**config.mk**
```make
export PLATFORM = sky130hd
export DESIGN_NAME = netstring_deframer_unit_flat
export DESIGN_NICKNAME = d
export VERILOG_FILES = /design/src/hdl/ndf_pkg.sv /design/src/hdl/ndf_if.sv /design/src/hdl/netstring_deframer_unit.sv /design/src/hdl/ndf_core.sv /design/src/flat_wrapper.sv
export SDC_FILE = /design/constraint.sdc
export NUM_CORES = 1
export LEC_CHECK = 0
export BUFFER_PORTS_ARGS = -buffer_cell sky130_fd_sc_hd__buf_2
export CAP_MARGIN = 20
export CELL_PAD_IN_SITES_DETAIL_PLACEMENT = 0
export CELL_PAD_IN_SITES_GLOBAL_PLACEMENT = 1
export CORE_MARGIN = 3
export CORE_UTILIZATION = 47
export DETAILED_ROUTE_END_ITERATION = 6
export PLACE_DENSITY = 0.78
export SLEW_MARGIN = 20
export SYNTH_ARGS = -nofsm -noshare
export SYNTH_HDL_FRONTEND = slang
export SYNTH_HIERARCHICAL = 1
export SYNTH_SLANG_ARGS = --single-unit
```
**constraint.sdc**
```tcl
create_clock -name clk -period 4.44 [get_ports clk]
set_clock_uncertainty 0.2 [all_clocks]
set_input_delay 0.444 -clock clk [delete_from_list [all_inputs] [get_ports clk]]
set_output_delay 0.444 -clock clk [all_outputs]
set_load 0.1 [all_outputs]
```
**src/hdl/ndf_pkg.sv**
```systemverilog
// Shared types and constants of the netstring deframer.
// No dependencies; the other design files of the block, apart from ndf_if.sv, refer to this package.
package ndf_pkg;

	// Width and reset value of the payload limit register
	localparam int unsigned CFG_W = 13;
	localparam logic [CFG_W-1:0] CFG_RESET = 13'd4096;

	// Default compile-time ceiling on the payload length
	localparam int unsigned DEFAULT_MAX_PAYLOAD = 4096;

	// Characters of the framing
	localparam logic [7:0] CH_ZERO  = 8'h30;
	localparam logic [7:0] CH_NINE  = 8'h39;
	localparam logic [7:0] CH_COLON = 8'h3A;
	localparam logic [7:0] CH_COMMA = 8'h2C;

	// Frame status codes
	typedef enum logic [2:0] {
		ST_OK      = 3'd0,
		ST_BADLEN  = 3'd1,
		ST_ZERO    = 3'd2,
		ST_OVER    = 3'd3,
		ST_NOCOMMA = 3'd4
	} status_t;

	// One result beat
	typedef struct packed {
		logic [7:0] data_byte;
		logic       frame_end;
		status_t    status;
	} res_t;

endpackage

```
**src/hdl/ndf_if.sv**
```systemverilog
// Valid/ready channels of the netstring deframer: byte stream in, results out.
// No dependencies.
interface ndf_in_if;
	logic       valid;
	logic       ready;
	logic [7:0] in_byte;

	modport source (output valid, output in_byte, input ready);
	modport sink (input valid, input in_byte, output ready);
endinterface

interface ndf_out_if;
	logic       valid;
	logic       ready;
	logic [7:0] data_byte;
	logic       frame_end;
	logic [2:0] status;

	modport source (output valid, output data_byte, output frame_end, output status,
		input ready);
	modport sink (input valid, input data_byte, input frame_end, input status,
		output ready);
endinterface

```
**src/hdl/netstring_deframer_unit.sv**
```systemverilog
// Top level of the netstring deframer: limit register, step core, result register.
// Depends on ndf_pkg, ndf_in_if, ndf_out_if and ndf_core.
//
// Usage:
//   stream carries one byte of the serial netstring stream per beat
//   (<decimal length> ':' <payload> ','). result gives at most one beat per
//   input byte: a payload byte (frame_end low, status ok) or a frame end
//   (frame_end high, data_byte zero, status ok or an error code).
//   cfg_we / cfg_wdata load the payload limit; write it only while idle.
//   The limit in force is the smaller of that value and MAX_PAYLOAD.
//   Throughput: one byte per cycle unless the result register stalls.
//   A result is valid in the cycle after its byte is accepted; the step
//   logic sits between the frame state and a single result register.
//   Stalls: the result register holds its beat while result.ready is low;
//   stream.ready stays high while that register is empty or being drained in
//   the same cycle, so a stalled receiver holds back at most one byte.
//   Reset: arst_n clears the frame state (start of a length field), empties
//   the result register and sets the limit to 4096.
//   After an error a frame end with its status is sent; unless the bad byte
//   was itself a comma, bytes are dropped up to and including the next comma.
module netstring_deframer_unit #(
	parameter int unsigned MAX_PAYLOAD = ndf_pkg::DEFAULT_MAX_PAYLOAD
) (
	input  logic                      clk,
	input  logic                      arst_n,
	ndf_in_if.sink                    stream,
	ndf_out_if.source                 result,
	input  logic                      cfg_we,
	input  logic [ndf_pkg::CFG_W-1:0] cfg_wdata
);

	logic [ndf_pkg::CFG_W-1:0] limit_q;
	logic                      in_ready;
	logic                      accept;
	logic                      core_valid;
	ndf_pkg::res_t             core_res;
	logic                      out_valid_q;
	ndf_pkg::res_t             out_res_q;

	// Take a new byte when the result register is free or draining
	assign in_ready     = !out_valid_q || result.ready;
	assign stream.ready = in_ready;
	assign accept       = stream.valid && in_ready;

	// Hold the payload limit
	always_ff @(posedge clk or negedge arst_n) begin
		if (!arst_n) begin
			limit_q <= ndf_pkg::CFG_RESET;
		end else if (cfg_we) begin
			limit_q <= cfg_wdata;
		end
	end

	ndf_core #(
		.MAX_PAYLOAD(MAX_PAYLOAD)
	) u_core (
		.clk      (clk),
		.arst_n   (arst_n),
		.accept   (accept),
		.in_byte  (stream.in_byte),
		.limit_cfg(limit_q),
		.res_valid(core_valid),
		.res      (core_res)
	);

	// Result register: valid flag
	always_ff @(posedge clk or negedge arst_n) begin
		if (!arst_n) begin
			out_valid_q <= 1'b0;
		end else if (in_ready) begin
			out_valid_q <= accept && core_valid;
		end
	end

	// Result register: payload
	always_ff @(posedge clk) begin
		if (in_ready) begin
			out_res_q <= core_res;
		end
	end

	assign result.valid     = out_valid_q;
	assign result.data_byte = out_res_q.data_byte;
	assign result.frame_end = out_res_q.frame_end;
	assign result.status    = out_res_q.status;

	a_data_status_ok: assert property (@(posedge clk) disable iff (!arst_n)
		(result.valid && !result.frame_end) |-> result.status == ndf_pkg::ST_OK)
		else $error("payload beat with nonzero status");

	a_end_no_data: assert property (@(posedge clk) disable iff (!arst_n)
		(result.valid && result.frame_end) |-> result.data_byte == 8'h00)
		else $error("frame end beat with data");

	a_no_take_when_full: assert property (@(posedge clk) disable iff (!arst_n)
		(out_valid_q && !result.ready) |-> !accept)
		else $error("byte accepted while result register is stalled");

endmodule

```
**src/hdl/ndf_core.sv**
```systemverilog
// Frame state of the netstring deframer and the per-byte step logic.
// Depends on ndf_pkg.
module ndf_core #(
	parameter int unsigned MAX_PAYLOAD = ndf_pkg::DEFAULT_MAX_PAYLOAD
) (
	input  logic                     clk,
	input  logic                     arst_n,
	input  logic                     accept,
	input  logic [7:0]               in_byte,
	input  logic [ndf_pkg::CFG_W-1:0] limit_cfg,
	output logic                     res_valid,
	output ndf_pkg::res_t            res
);

	// Accumulator holds up to MAX_PAYLOAD + 1 (saturation point)
	localparam int unsigned LW = $clog2(MAX_PAYLOAD + 2);
	localparam int unsigned CW = (LW > ndf_pkg::CFG_W) ? LW : ndf_pkg::CFG_W;
	localparam logic [LW-1:0] SAT = LW'(MAX_PAYLOAD + 1);
	localparam logic [CW-1:0] CAP = CW'(MAX_PAYLOAD);

	typedef enum logic [3:0] {
		PH_LEN   = 4'b0001,
		PH_DATA  = 4'b0010,
		PH_COMMA = 4'b0100,
		PH_SKIP  = 4'b1000
	} phase_t;

	phase_t      phase_q, phase_n;
	logic [LW-1:0] acc_q, acc_n;
	logic          dig_q, dig_n;
	logic [LW-1:0] rem_q, rem_n;

	logic [CW-1:0]   cfg_ext;
	logic [CW-1:0]   limit;
	logic [CW-1:0]   acc_ext;
	logic            is_digit;
	logic [LW+3:0]   acc_mul;
	logic [LW-1:0]   acc_sat;

	// Cap the configured limit at the compile-time ceiling
	assign cfg_ext = CW'(limit_cfg);
	assign limit   = (cfg_ext > CAP) ? CAP : cfg_ext;
	assign acc_ext = CW'(acc_q);

	// Next length value: acc * 10 + digit, saturated
	assign is_digit = (in_byte >= ndf_pkg::CH_ZERO) && (in_byte <= ndf_pkg::CH_NINE);
	assign acc_mul  = ((LW+4)'(acc_q) << 3) + ((LW+4)'(acc_q) << 1)
		+ (LW+4)'(in_byte[3:0]);
	assign acc_sat  = (acc_mul > (LW+4)'(SAT)) ? SAT : acc_mul[LW-1:0];

	// Step one byte through the frame state
	always_comb begin
		phase_n   = phase_q;
		acc_n     = acc_q;
		dig_n     = dig_q;
		rem_n     = rem_q;
		res_valid = 1'b0;
		res       = '{data_byte: 8'h00, frame_end: 1'b1, status: ndf_pkg::ST_OK};
		unique case (phase_q)
			PH_LEN: begin
				if (is_digit) begin
					acc_n = acc_sat;
					dig_n = 1'b1;
				end else if (in_byte == ndf_pkg::CH_COLON) begin
					if (!dig_q) begin
						phase_n    = PH_SKIP;
						res_valid  = 1'b1;
						res.status = ndf_pkg::ST_BADLEN;
					end else if (acc_q == '0) begin
						phase_n    = PH_SKIP;
						res_valid  = 1'b1;
						res.status = ndf_pkg::ST_ZERO;
					end else if (acc_ext > limit) begin
						phase_n    = PH_SKIP;
						res_valid  = 1'b1;
						res.status = ndf_pkg::ST_OVER;
					end else begin
						rem_n   = acc_q;
						phase_n = PH_DATA;
					end
				end else begin
					// Any other byte is a bad length; a comma restarts right away
					res_valid  = 1'b1;
					res.status = ndf_pkg::ST_BADLEN;
					if (in_byte == ndf_pkg::CH_COMMA) begin
						phase_n = PH_LEN;
						acc_n   = '0;
						dig_n   = 1'b0;
						rem_n   = '0;
					end else begin
						phase_n = PH_SKIP;
					end
				end
			end
			PH_DATA: begin
				res_valid     = 1'b1;
				res.data_byte = in_byte;
				res.frame_end = 1'b0;
				rem_n         = rem_q - LW'(1);
				if (rem_q == LW'(1)) begin
					phase_n = PH_COMMA;
				end
			end
			PH_COMMA: begin
				res_valid = 1'b1;
				if (in_byte == ndf_pkg::CH_COMMA) begin
					phase_n = PH_LEN;
					acc_n   = '0;
					dig_n   = 1'b0;
					rem_n   = '0;
				end else begin
					phase_n    = PH_SKIP;
					res.status = ndf_pkg::ST_NOCOMMA;
				end
			end
			PH_SKIP: begin
				// Drop bytes up to and including the next comma
				if (in_byte == ndf_pkg::CH_COMMA) begin
					phase_n = PH_LEN;
					acc_n   = '0;
					dig_n   = 1'b0;
					rem_n   = '0;
				end
			end
			default: begin
				phase_n = PH_LEN;
				acc_n   = '0;
				dig_n   = 1'b0;
				rem_n   = '0;
			end
		endcase
	end

	// Advance the frame state on each accepted beat
	always_ff @(posedge clk or negedge arst_n) begin
		if (!arst_n) begin
			phase_q <= PH_LEN;
			acc_q   <= '0;
			dig_q   <= 1'b0;
			rem_q   <= '0;
		end else if (accept) begin
			phase_q <= phase_n;
			acc_q   <= acc_n;
			dig_q   <= dig_n;
			rem_q   <= rem_n;
		end
	end

	a_acc_bound: assert property (@(posedge clk) disable iff (!arst_n)
		acc_q <= SAT)
		else $error("length accumulator beyond saturation");

	a_rem_nonzero: assert property (@(posedge clk) disable iff (!arst_n)
		phase_q == PH_DATA |-> rem_q != '0)
		else $error("payload phase with no bytes left");

	a_fresh_frame: assert property (@(posedge clk) disable iff (!arst_n)
		(phase_q == PH_LEN && !dig_q) |-> acc_q == '0)
		else $error("new frame with stale length");

endmodule
```
**src/flat_wrapper.sv**
```systemverilog
// flat-port wrapper written by rule: the top's interface ports become plain ports
module netstring_deframer_unit_flat 
#(
	parameter int unsigned MAX_PAYLOAD = ndf_pkg::DEFAULT_MAX_PAYLOAD
)
  (clk, arst_n, cfg_we, cfg_wdata, stream_valid, stream_in_byte, stream_ready, result_valid, result_data_byte, result_frame_end, result_status, result_ready);
  ndf_in_if stream_i ();
  ndf_out_if result_i ();
  input  logic clk;
  input  logic arst_n;
  input  logic cfg_we;
  input  logic [ndf_pkg::CFG_W-1:0] cfg_wdata;
  input wire logic [$bits(stream_i.valid)-1:0] stream_valid;
  input wire logic [$bits(stream_i.in_byte)-1:0] stream_in_byte;
  output wire logic [$bits(stream_i.ready)-1:0] stream_ready;
  output wire logic [$bits(result_i.valid)-1:0] result_valid;
  output wire logic [$bits(result_i.data_byte)-1:0] result_data_byte;
  output wire logic [$bits(result_i.frame_end)-1:0] result_frame_end;
  output wire logic [$bits(result_i.status)-1:0] result_status;
  input wire logic [$bits(result_i.ready)-1:0] result_ready;
  assign stream_i.valid = stream_valid;
  assign stream_i.in_byte = stream_in_byte;
  assign stream_ready = stream_i.ready;
  assign result_valid = result_i.valid;
  assign result_data_byte = result_i.data_byte;
  assign result_frame_end = result_i.frame_end;
  assign result_status = result_i.status;
  assign result_i.ready = result_ready;
  netstring_deframer_unit #(.MAX_PAYLOAD(MAX_PAYLOAD)) u_core (.clk(clk), .arst_n(arst_n), .stream(stream_i), .result(result_i), .cfg_we(cfg_we), .cfg_wdata(cfg_wdata));
endmodule
```
Yosys cells after proc, flatten, opt, wreduce, memory -nomap -nowiden
Index checks and enable logic that the tools add are counted.
{"block": "op_classes", "n_addsub": 3, "order_cmp": 5, "eq_ne": 14, "muxes": 40, "bitwise": 1, "n_reduce_logical": 11}
{"op": "$mux 13", "count": 11}
{"op": "$pmux 13 s3", "count": 2}
{"op": "$mux 4", "count": 8}
{"op": "$add 16x14->17", "count": 1}
{"op": "$add 17x4->17", "count": 1}
{"op": "$gt 17x13->1 const B", "count": 1}
{"op": "$eq 8x6->1 const B", "count": 2}
{"op": "$pmux 4 s4", "count": 1}
{"op": "$eq 13x1->1 const B", "count": 1}
{"op": "$gt 13x13->1", "count": 1}
{"op": "$gt 13x13->1 const B", "count": 1}
{"op": "$logic_not 13->1", "count": 1}
{"op": "$sub 13x1->13 const B", "count": 1}
{"op": "$ne 3x3->1 const B", "count": 4}
{"op": "$mux 1", "count": 9}
{"op": "$mux 3", "count": 3}
{"op": "$ge 8x6->1 const B", "count": 1}
{"op": "$le 8x6->1 const B", "count": 1}
{"op": "$mux 2", "count": 3}
{"op": "$ne 2x2->1 const B", "count": 3}
{"op": "$pmux 3 s2", "count": 1}
{"op": "$reduce_and 5->1", "count": 1}
{"op": "$eq 4x1->1 const B", "count": 1}
{"op": "$eq 4x2->1 const B", "count": 1}
{"op": "11 further kinds", "count": 14}
{"block": "totals", "reg_bits": 57, "output_inout_bits": 14}

Depth between registers and ports, before layout
{"block": "logic_depth", "depth_word": 10, "ltp_mapped": 13}

By module
Netlist, hierarchy kept.
{"mod": "ndf_core", "instances": 1, "cells_per_inst": 400, "area_per_inst_um2": 3384.5, "seq_area_each_um2": 777.0}
{"mod": "netstring_deframer_unit", "instances": 1, "cells_per_inst": 44, "area_per_inst_um2": 927.1, "seq_area_each_um2": 711.9}

Worst setup path after synthesis
Ideal clock, no wire load.
{"block": "synth_timing", "path_kind": "register to register", "start": "register u_core.out_valid_q (netlist: u_core/result.valid)", "end": "register u_core.u_core.phase_q[3]", "setup_ps": 124, "arrival_time_ps": 3226, "required_ps": 4116, "slack_ps": 890, "stages_incl_launch_ff": 8, "path_cell_list": "dfrtp_1 nand2b_1 and2_1 nand2_1 a31oi_4 o21ai_2 mux2_2 o31a_1"}
{"block": "synth_between", "elab_chain_cells": 4}
{"item": "start: declaration", "line": "netstring_deframer_unit.sv:37", "text": "logic out_valid_q;"}
{"item": "start signal: assignment", "line": "netstring_deframer_unit.sv:71", "text": "out_valid_q <= accept && core_valid;"}
{"item": "$logic_not 1->1", "line": "netstring_deframer_unit.sv:41", "text": "assign in_ready = !out_valid_q || result.ready;"}
{"item": "$logic_or 1x1->1", "line": "netstring_deframer_unit.sv:41"}
{"item": "named net stream_ready", "line": "flat_wrapper.sv:15", "text": "output wire logic [$bits(stream_i.ready)-1:0] stream_ready;"}
{"item": "$logic_and 1x1->1", "line": "netstring_deframer_unit.sv:43", "text": "assign accept = stream.valid && in_ready;"}
{"item": "named net u_core.accept", "line": "netstring_deframer_unit.sv:34", "text": "logic accept;"}
{"item": "$reduce_and 4->1 (no source line)"}
{"item": "end signal: assignment", "line": "ndf_core.sv:142", "text": "phase_q <= phase_n;"}
{"item": "end: declaration", "line": "ndf_core.sv:28", "text": "phase_t phase_q, phase_n;"}
The timed path passes the listed nets, and every way through them passes these cells.
A chain may end at the register's enable or synchronous reset.

Final worst setup path
{"block": "layout_timing", "start": "register u_core.u_core.acc_q[0] (netlist: u_core/u_core/acc_ext[0])", "end": "register u_core.u_core.acc_q[0] (netlist: u_core/u_core/acc_ext[0])"}
{"block": "layout_between", "elab_chain_cells": 6, "elab_cells_between_ends": 8, "classes_between": "2 x add/sub; 1 x order compare; 5 x mux"}
{"item": "start: declaration", "line": "ndf_core.sv:29", "text": "logic [LW-1:0] acc_q, acc_n;"}
{"item": "start signal: assignment", "line": "ndf_core.sv:143", "text": "acc_q <= acc_n;"}
{"item": "$add 16x14->17", "line": "ndf_core.sv:47", "text": "assign acc_mul = ((LW+4)'(acc_q) << 3) + ((LW+4)'(acc_q) << 1)"}
{"item": "$add 17x4->17", "line": "ndf_core.sv:48", "text": "+ (LW+4)'(in_byte[3:0]);"}
{"item": "$gt 17x13->1", "line": "ndf_core.sv:49", "text": "assign acc_sat = (acc_mul > (LW+4)'(SAT)) ? SAT : acc_mul[LW-1:0];"}
{"item": "$mux 13", "line": "ndf_core.sv:49"}
{"item": "$mux 13", "line": "ndf_core.sv:61", "text": "if (is_digit) begin"}
{"item": "$pmux 13 s3 (*)", "line": "ndf_core.sv:59", "text": "unique case (phase_q)"}
Every way passes the cells marked *; elsewhere a longest branch is shown, timed or not. The select of a mux whose other input is x is not followed.

==> results.yml <==
power_and_ir_drop:
  power.leakage_nw: 2.24
  total_power_mw: 1.72
  power_density_mw_per_mm2: 363
  ir_drop_mv: 0.216
logic_synthesis:
  synthCells: 444
  netlist_area_mm2: 0.00431
  yosysTopAreaCell: "dfrtp_1"
  synth_most_common_cell: "dfrtp_1"
  synthTopCellsByCount: "43 x dfrtp_1, 40 x ha_1, 40 x nand2_1"
  synthesis.nets: 512
  ys_types: 81
  yosysTopAreaCellShare: 0.250
  synth_area_leaders: "dfrtp_1 25%, ha_1 12%, edfxtp_1 8.4%, mux2_4 3.5%, nand2_1 3.5%"
  synth_edf_count: 12
  synth-async-reset-ratio: 0.789
  synth.avg_cell_area_um2: 9.71
  ys_seq_area_frac: 0.345
  synth_ff_type: "dfrtp_1"
  ys_warn_count: 6
  synth_seq_cells: 57
timing:
  setup_tns_ns: 0
  setup_viol: 0
  fin_crit_sh: 0.813
  slew_violations: 0
  relSlewSlack: 0.496
  rsz0062_at_grt: "false"
  hold_ws_ns: 0.137
  period_minus_slack_ns: 3.61
  fmax_ghz: 0.277
  hold_viol: 0
  tightest_slew_ns: 0.749
clocking:
  cts_buffer_depth: 2
  cts.clk_slew.worst_paths_ns: 0.06
  htreeDepth: 3
  cts-root-buf: "clkbuf_8"
  cts-resized-gates: 0
  cts_setup_buffers: 0
  cts_inserted_buffers: 9
  cts_sinks: 57
  cts_tree: "built"
  clk_latency_ns: 0.34
setup_path:
  cp-start-kind: "register"
  cp.arrival_ns: 3.63
  slowest_stage: "fa_1"
  cp_slowest_stage_delay_ns: 0.49
  crit_required_ns: 4.46
  critPathKind: "reg -> reg"
  path_max_fanout: 12
  worstPathCellList: "inv_1 -> fa_1 -> fa_1 -> nand2b_2 -> a2111oi_4 -> nor4_1 -> o21ai_1 -> xnor2_1 -> nand3_2 -> o32a_2"
  end_kind: "register"
  crit_top_cell: "fa_1"
grt:
  overflow: 0
  grt_pass1_wl_mm: 17.4
  grt_pass1_vias: 3476
  antenna_found_initial: 0
  grt_max_degree: 46
  groute.usage.overall: 0.215
final_layout:
  finalNetCount: 544
  post-route-util: 0.538
  drive_gt1_frac: 0.210
  regArea_mm2: 0.00149
  multi_input_area_mm2: 0.00261
  syn2layout_area_growth_pct: 9.92
  diodes: 0
  nFillCells: 814
route:
  top_layer: "met4"
  remaining_drc_errors: 0
  drtAntennaViolNets: 0
  vias_per_cell: 6.17
  dr.pass1.iters: 5
  dr_wl_met2_mm: 4.92
  met1_length_mm: 4.91
  num_vias: 3636
  drt_iter0_markers: 185
  met3_length_um: 498
  wl_per_cell_um: 17.9
  totalWireLength_mm: 10.5
die:
  core_mm2: 0.00881
  initial_core_util: 0.490
  die_h_um: 102
  pin_count: 40
  num_rows: 34
  dieArea_mm2: 0.0104
  die_x_um: 102
worst_hold_path:
  hp-class: "in -> reg"
place:
  gp_congestion: 0.892
  port-buffer-count: 39
  dp_hpwl_mm: 7.77
flow_run:
  cap_violations: 0
outcome:
  outcome: "finished, final reports clean"
## worst paths after layout
path,from,endpoint,slack (ns),cells after the start
worst max-delay path,u_core/u_core/acc_ext[0]$_DFFE_PN0P_,u_core/u_core/acc_ext[0]$_DFFE_PN0P_,0.83,10
worst min register to register,u_core/limit_q[2]$_DFFE_PN0P_,u_core/limit_q[2]$_DFFE_PN0P_,0.32,1
worst max register to register,u_core/u_core/acc_ext[0]$_DFFE_PN0P_,u_core/u_core/acc_ext[0]$_DFFE_PN0P_,0.83,10
min in group asynchronous,arst_n,u_core/u_core/acc_ext[3]$_DFFE_PN0P_,0.45,2
max in group asynchronous,arst_n,u_core/limit_q[5]$_DFFE_PN0P_,3.19,2
worst min-delay path,cfg_wdata[6],u_core/limit_q[6]$_DFFE_PN0P_,0.14,2
## per-layer routing
layer | vias up | GRT usage
met4 | 0 | 0.0828
met1 | 1763 | 0.292
met3 | 18 | 0.0344
met5 | - | 0
li1 | 1746 | -
met2 | 109 | 0.346
## cell usage in the layout (no fill, tap or decap), types with 11 or more instances in the layout
master	n
dfrtp_1	43
nor2_1	30
nand2_1	40
ha_1	40
a21oi_1	20
nand3_1	11
buf_2	38
o41ai_1	11
edfxtp_1	12
clkbuf_8	13
inv_1	18
o21ai_0	18
## area by class of cell
cell class	count	share of cell area
clock buffers	14	0.0385
clock inverters	2	0.00739
inverters	19	0.0153
multi-input cells	348	0.551
flip-flops and latches	57	0.314
well taps	108	0.0285
repair buffers	41	0.0454
## repair_timing
action,CTS,global route
hold buffers,0,1
endpoints found under the setup margin,0,0
endpoints found under the hold margin,0,43
## flip-flops by register name, summed over array words and instances (netlist names)
| register | count |
|---|---|
| u_core/result.valid | 1 |
| u_core/u_core/dig_q | 1 |
| u_core/u_core/rem_q | 13 |
| u_core/result.data_byte | 8 |
| u_core/u_core/acc_ext | 13 |
| u_core/u_core/phase_q | 4 |
| u_core/limit_q | 13 |
| u_core/result.status | 3 |
| u_core/result.frame_end | 1 |
## where the power goes
part           switching (mW)  internal (mW)  total, mW
Clock                   0.206          0.320      0.525
Sequential             0.0422          0.596      0.638
Combinational           0.417          0.140      0.557
## metrics by stage
step | cell area [µm²] | setup slack, ns | instances
floorplan | 4310 | 0.890 | 444
global placement | 4510 | 0.814 | 572
detailed placement | 4510 | 0.719 | 572
CTS | 4730 | 0.837 | 588
global route | 4740 | 0.656 | 589
finish | 4740 | 0.830 | 589
## worst max-delay path, delay by kind of cell (launching register included)
family / cells / cell delay [ns]
buffers and inverters: 1 / 0.18
AND/OR/NAND/NOR: 3 / 0.60
adder cells (fa/ha/maj): 2 / 0.95
XOR/XNOR: 1 / 0.17
flip-flops: 1 / 0.41
AO/OA/AOI/OAI: 3 / 0.97
## cell families after synthesis
kind of cell,after synthesis,share of synthesized area
flops,57,0.345
simple gates,164,0.211
fa+ha+maj,42,0.125
mux,14,0.0453
compound gates,119,0.204
buf+inv,39,0.0493
xor+xnor,9,0.0200
No activity file was read; power rests on OpenSTA's default activity.
